[config.mk]
export PLATFORM = sky130hd
export DESIGN_NAME = gle_queue
export DESIGN_NICKNAME = d
export VERILOG_FILES = /design/src/gle_pkg.sv /design/src/gle_queue.sv
export SDC_FILE = /design/constraint.sdc
export NUM_CORES = 1
export LEC_CHECK = 0
export BUFFER_PORTS_ARGS = -buffer_cell sky130_fd_sc_hd__buf_2
export CAP_MARGIN = 40
export CORE_ASPECT_RATIO = 1.5
export CORE_MARGIN = 2
export CORE_UTILIZATION = 30
export DETAILED_ROUTE_END_ITERATION = 8
export GPL_ROUTABILITY_DRIVEN = 0
export GPL_TIMING_DRIVEN = 0
export HOLD_SLACK_MARGIN = 0.02
export PLACE_DENSITY = 0.52
export SLEW_MARGIN = 20
export SYNTH_ARGS = -nofsm -noshare
export SYNTH_HDL_FRONTEND = slang
export SYNTH_SLANG_ARGS = --single-unit
[constraint.sdc]
create_clock -name clk -period 6.3 [get_ports clk]
set_input_delay 0.63 -clock clk [delete_from_list [all_inputs] [get_ports clk]]
set_output_delay 0.63 -clock clk [all_outputs]
set_load 0.02 [all_outputs]
[src/gle_pkg.sv]
// ----------------------------------------------------------------------------
// gle_pkg
// Shared types, codes and saturation helpers for the glyph layout engine.
// ----------------------------------------------------------------------------
`default_nettype none

package gle_pkg;

  // input opcodes
  localparam logic [1:0] OP_WRITE = 2'd0;
  localparam logic [1:0] OP_BEGIN = 2'd1;
  localparam logic [1:0] OP_CHAR  = 2'd2;

  // special character codes
  localparam logic [15:0] CODE_NEWLINE = 16'd10;
  localparam logic [15:0] CODE_SPACE   = 16'd32;

  // saturation limits
  localparam logic signed [26:0] POS_MAX = 27'sd524287;
  localparam logic signed [26:0] POS_MIN = -27'sd524288;
  localparam logic [20:0]        SIZE_MAX = 21'd1048575;

  // one glyph table entry
  typedef struct packed {
    logic [3:0]         page;
    logic [11:0]        tex_x;
    logic [11:0]        tex_y;
    logic [11:0]        tex_w;
    logic [11:0]        tex_h;
    logic signed [11:0] x_off;
    logic signed [11:0] y_off;
    logic signed [11:0] x_adv;
  } glyph_t;

  // what the back end has to do with a word
  typedef enum logic [1:0] {
    KIND_BEGIN   = 2'd0,
    KIND_NEWLINE = 2'd1,
    KIND_MISS    = 2'd2,
    KIND_GLYPH   = 2'd3
  } kind_t;

  // classified job passed from front to back through the queue
  typedef struct packed {
    kind_t              kind;
    logic signed [19:0] org_x;
    logic signed [19:0] org_y;
    logic [3:0]         page;
    logic [11:0]        src_x;
    logic [11:0]        src_y;
    logic [11:0]        src_w;
    logic [11:0]        src_h;
    logic signed [11:0] x_off;
    logic signed [11:0] y_off;
    logic signed [21:0] step;
    logic [19:0]        dst_w;
    logic [19:0]        dst_h;
  } job_t;

  // configuration registers
  typedef struct packed {
    logic [11:0]        line_height;
    logic [11:0]        scale_q8;
    logic signed [15:0] rot_cos;
    logic signed [15:0] rot_sin;
    logic [7:0]         missing_advance;
  } cfg_t;

  // clamp to signed 20 bit position
  function automatic logic signed [19:0] sat_pos(input logic signed [26:0] v);
    logic signed [19:0] r;
    if (v > POS_MAX) begin
      r = 20'sh7FFFF;
    end else if (v < POS_MIN) begin
      r = 20'sh80000;
    end else begin
      r = v[19:0];
    end
    return r;
  endfunction

  // clamp to unsigned 20 bit size
  function automatic logic [19:0] sat_size(input logic [20:0] v);
    logic [19:0] r;
    if (v > SIZE_MAX) begin
      r = 20'hFFFFF;
    end else begin
      r = v[19:0];
    end
    return r;
  endfunction

endpackage

`default_nettype wire

[src/gle_queue.sv]
// ----------------------------------------------------------------------------
// gle_queue
// Four entry job queue decoupling the front end from the back end.
// ----------------------------------------------------------------------------
`default_nettype none

module gle_queue (
  input  wire logic          clk,
  input  wire logic          rst_n,
  input  wire logic          push,
  input  wire gle_pkg::job_t wdata,
  input  wire logic          pop,
  output gle_pkg::job_t      rdata,
  output logic               full,
  output logic               empty
);

  import gle_pkg::*;

  localparam int DEPTH = 4;
  localparam int PW    = $clog2(DEPTH);

  job_t          mem [DEPTH];
  logic [PW-1:0] wr_ptr_r;
  logic [PW-1:0] rd_ptr_r;
  logic [PW:0]   count_r, count_nxt;

  assign full  = (count_r == (PW+1)'(DEPTH));
  assign empty = (count_r == '0);
  assign rdata = mem[rd_ptr_r];

  // storage
  always_ff @(posedge clk) begin
    if (push) begin
      mem[wr_ptr_r] <= wdata;
    end
  end

  // occupancy
  always_comb begin
    count_nxt = count_r;
    if (push && !pop) begin
      count_nxt = count_r + 1'b1;
    end else if (pop && !push) begin
      count_nxt = count_r - 1'b1;
    end
  end

  always_ff @(posedge clk) begin
    if (!rst_n) begin
      wr_ptr_r <= '0;
      rd_ptr_r <= '0;
      count_r  <= '0;
    end else begin
      count_r <= count_nxt;
      if (push) begin
        wr_ptr_r <= wr_ptr_r + 1'b1;
      end
      if (pop) begin
        rd_ptr_r <= rd_ptr_r + 1'b1;
      end
    end
  end

endmodule

`default_nettype wire

Yosys cells after proc, flatten, opt, wreduce, memory -nomap -nowiden
Memories as Yosys holds them, arrays and structs flattened. A register that Yosys moved wholly into a read port is not among the register bits.
Cells that the tools add are included.
{ "word_totals": {"ff_bits": 7, "elab_cells": 21, "mem_count": 1, "output_inout_bits": 182, "mem_bits_rw": 720, "input_bits": 184} }
{ "mem_list": {"columns": ["name", "depth", "width", "read_ports", "rd_clocked_by_memory_dff", "wr", "line", "source"], "rows": [
  ["mem", 4, 180, 1, 1, 1, "gle_queue.sv:23", "job_t mem [DEPTH];"]
]} }
{ "classes": {"muxes": 6, "addsub": 4, "eq_ne": 1, "n_reduce_logical": 6} }
{ "op_table": {"columns": ["operator", "n"], "rows": [
  ["two-way mux 3 bit", 2],
  ["adder 2 x 1 -> 2 bit, second input constant", 2],
  ["two-way mux 2 bit", 2],
  ["adder 3 x 1 -> 3 bit, second input constant", 1],
  ["== test 3 bit, second input constant", 1],
  ["zero test 3 bit", 1],
  ["subtractor 3 x 1 -> 3 bit, second input constant", 1],
  ["logical AND 1 bit", 2],
  ["zero test 1 bit", 2],
  ["two-way mux 1 bit", 2],
  ["nonzero test 2 bit", 1]
]} }

Logic depth before layout (Yosys ltp)
{ "depth": {"word_depth": 4, "mapped_depth": 7, "ltp_nobuf": 7} }

Least setup slack after synthesis
Ideal clock, no wire load.
{ "synth_timing": {"kind": "input to register", "startpoint": "in push", "endpoint": "mem mem[0][0] in the netlist's numbering (enable)", "required_ns": 5.739, "path_slack_ns": 1.017, "path_buffers": 0, "t_arrival_ns": 4.722, "setup_ns": 0.561, "stages": 1, "cell_sequence": "and2_1"} }
{ "synth_via": {"elab_chain_len": 2} }
{ "synth_lines": {"columns": ["item", "line", "source"], "rows": [
  ["start, declared", "gle_queue.sv:10", "input wire logic push,"],
  ["two-way mux 1 bit", "gle_queue.sv:34", "if (push) begin"],
  ["two-way mux 1 bit (implied by the code)", "gle_queue.sv:35", "mem[wr_ptr_r] <= wdata;"],
  ["end, declared", "gle_queue.sv:23", null]
]} }
Every way passes these cells.

==> impl_metrics.yaml <==
sta:
  slew_headroom: 0.484
  fmax_achieved_mhz: 302
  post-route-min-period_ns: 3.31
  setup_violators_final: 0
  timing.setup.tns_ns: 0
  largest_clock_skew_in_the_final_design_ns: 0.0213
  worstMarginPinSlew_ns: 0.774
  slew_violations: 0
  unrepaired_setup_endpoints_after_global_routing: "no"
  layout_worst_path_cycle_share: 0.525
  hold_viol_final: 0
clocking:
  cts_root_buffer: "clkbuf_16"
  post-cts-setup-buffer-count: 0
  cts_max_path_buffers: 3
  cts_resized: 0
  cts_made_buffers: 73
  clkSinkCount: 729
  clkLatencyLatePin_ns: 0.64
  tritoncts: "built"
  worst_setup_hold_path_clk_slew_ns: 0.06
  cts-htree-levels: 3
  cts.hold.buffers_added: 0
power_and_ir_drop:
  sequentialPowerShare: 0.511
  cell_internal_pwr_mw: 8.41
  power.share.switching: 0.235
  net_load_switching_power_mw: 2.59
  leakage_nw: 10.7
  clock_network_power_share: 0.377
  power-per-cell-area_nw_per_um2: 339
  max-vdd-ir-drop_v: 0.000289
  p_comb_frac: 0.112
finish:
  fraction_of_layout_cells_with_a_size_suffix_above_1: 0.469
  layout.filler_cells: 8034
  final_cells: 2649
  flow.area_growth_from_synthesis_pct: 22.8
  nets: 1634
  final_cell_area_um2: 32400
logic_synthesis:
  synth_cell_types: 21
  synth_cells: 983
  mappedNetlistArea_um2: 26400
  yosysSeqAreaShare: 0.826
  post_synth.cell_area_avg_um2: 26.8
  synth-seq-cells: 729
  mappedNetlistNets: 1173
  yosysWarningCount: 0
placement:
  io_buffers: 365
  placed_cell_area_um2: 30100
  dp_hpwl_um: 40000
  place_inst: 2516
outcome:
  status: "finished clean"
route:
  totalWireLength_um: 58900
  route.detailed.drc: 0
  drt-initial-drc-count: 514
  postRouteAntennaNets: 0
  total_number_of_vias: 12000
  viasPerCell: 4.52
  number_of_detailed_routing_iterations_run_before_antenna_repair: 7
  wl_per_cell_um: 22.2
grt:
  grt_use_total: 0.132
  grt_pass1_vias: 13200
  grt_max_degree: 43
  grt_antenna_before_repair: 18
  total_congestion_overflow_after_global_routing: 0
  grt_pass1_wl_um: 86900
setup_path:
  criticalPathCategory: "reg -> out"
  cp-end-kind: "output port"
  critPathMaxFanout: 10
  worst_ep_arrival_time_ns: 2.68
  startpoint_type: "flip-flop"
  cp_data_required_time_ns: 5.67
run:
  maxCapViolCount: 0
floorplan:
  design.core.area_um2: 87400
  ios: 366
  dieWidth_um: 246
  die_height_um: 367
  start_util: 0.302
  rows: 133
  floorplan.die_area_um2: 90400
worst_hold_path:
  min_path_type: "in -> reg"
[metrics by stage]
step	power, mW	hold WS (ns)	setup slack [ns]	util
global placement	7.02	0.498	-3.30	0.339
global route	11.4	0.159	2.74	0.371
floorplan	6.49	0.472	1.02	-
CTS	11.2	0.123	2.74	0.371
detailed placement	7.00	0.501	3.46	0.345
finish	11.0	0.200	2.99	0.371
[state kept, by name (all words and copies together), names as in the netlist, named ones only]
name / flops
rd_ptr_r: 2
count_r: 3
mem: 720
wr_ptr_r: 2
[per-layer routing]
metal	vias up	share of wire	GRT usage
met2	353	0.53	0.231
met1	6275	0.37	0.145
li1	5207	-	-
met3	109	0.072	0.0394
met4	18	0.034	0.0613
met5	-	0.0020	0
[cells in the mapped netlist (all sizes together)]
library cell | number | share of area
nor3 | 1 | 0.00019
clkbuf | 6 | 0.00085
a21boi | 1 | 0.00028
mux4 | 180 | 0.15
fa | 1 | 0.00076
buf | 34 | 0.0090
ha | 5 | 0.0024
nand2 | 1 | 0.00014
inv | 4 | 0.00057
nor3b | 1 | 0.00028
edfxtp | 720 | 0.82
and2 | 9 | 0.0021
dfxtp | 9 | 0.0068
mux2i | 2 | 0.00076
xnor2 | 2 | 0.00066
or3 | 1 | 0.00024
nor2b | 2 | 0.00047
xor2 | 3 | 0.0010
o21ai | 1 | 0.00019
[layout by cell type (no fill, tap or decap), types with 8 or more instances in the layout]
cell type | synthesis | layout
edfxtp_1 | 720 | 720
clkbuf_16 | 0 | 76
dfxtp_1 | 9 | 9
clkinv_1 | 0 | 9
buf_16 | 0 | 8
mux4_2 | 180 | 180
buf_2 | 21 | 386
buf_12 | 0 | 12
clkinv_2 | 0 | 10
buf_6 | 11 | 12
clkbuf_1 | 6 | 25
[critical path, cell delays in order (launching register included)]
cell and delay, ns:
dfxtp_1 0.30, buf_2 0.28, buf_2 0.46, buf_2 0.42, mux4_2 0.35, buf_2 0.20
[power by group through the flow]
stage / Clock [mW] / Sequential [mW] / Combinational [mW]
2_1_floorplan: 0 / 5.75 / 0.743
3_3_place_gp: 0 / 5.80 / 1.22
3_5_place_dp: 0 / 5.72 / 1.28
4_1_cts: 4.30 / 5.62 / 1.28
5_1_grt: 4.46 / 5.63 / 1.34
6_report: 4.14 / 5.62 / 1.24
[cell families (layout without fill, tap and decap cells)]
| family | Yosys count | in the layout | share of synthesized area |
|---|---|---|---|
| mux | 182 | 182 | 0.154 |
| other cells | 0 | 4 | 0 |
| flops | 729 | 729 | 0.826 |
| fa+ha+maj | 6 | 6 | 0.00313 |
| xor+xnor | 5 | 5 | 0.00166 |
| simple gates | 15 | 15 | 0.00346 |
| buf+inv | 44 | 559 | 0.0104 |
| compound gates | 2 | 2 | 0.000474 |
[path summary, 6_finish.rpt]
| path | from | end | slack (ns) | cells past startpoint |
|---|---|---|---|---|
| min reg2reg | count_r[2] | count_r[2] | 0.51 | 2 |
| max | flip-flop | rdata[156] | 2.99 | 5 |
| min | wdata[135] | mem[1][135] | 0.20 | 1 |
| max reg2reg | wr_ptr_r[0] | mem[2][116] | 4.12 | 6 |
[cell type report]
type                    instances  area [um2]  area share
multi-input cells             210        4310       0.133
clock buffers                  95        1970      0.0609
diodes                          4        10.0    0.000309
well taps                    1147        1440      0.0443
clock inverters                34         293     0.00904
repair buffers                386        2300      0.0709
plain buffers                  40         259     0.00799
inverters                       4        15.0    0.000463
flip-flops and latches        729       21800       0.673
No activity file was read; power rests on OpenSTA's default activity.
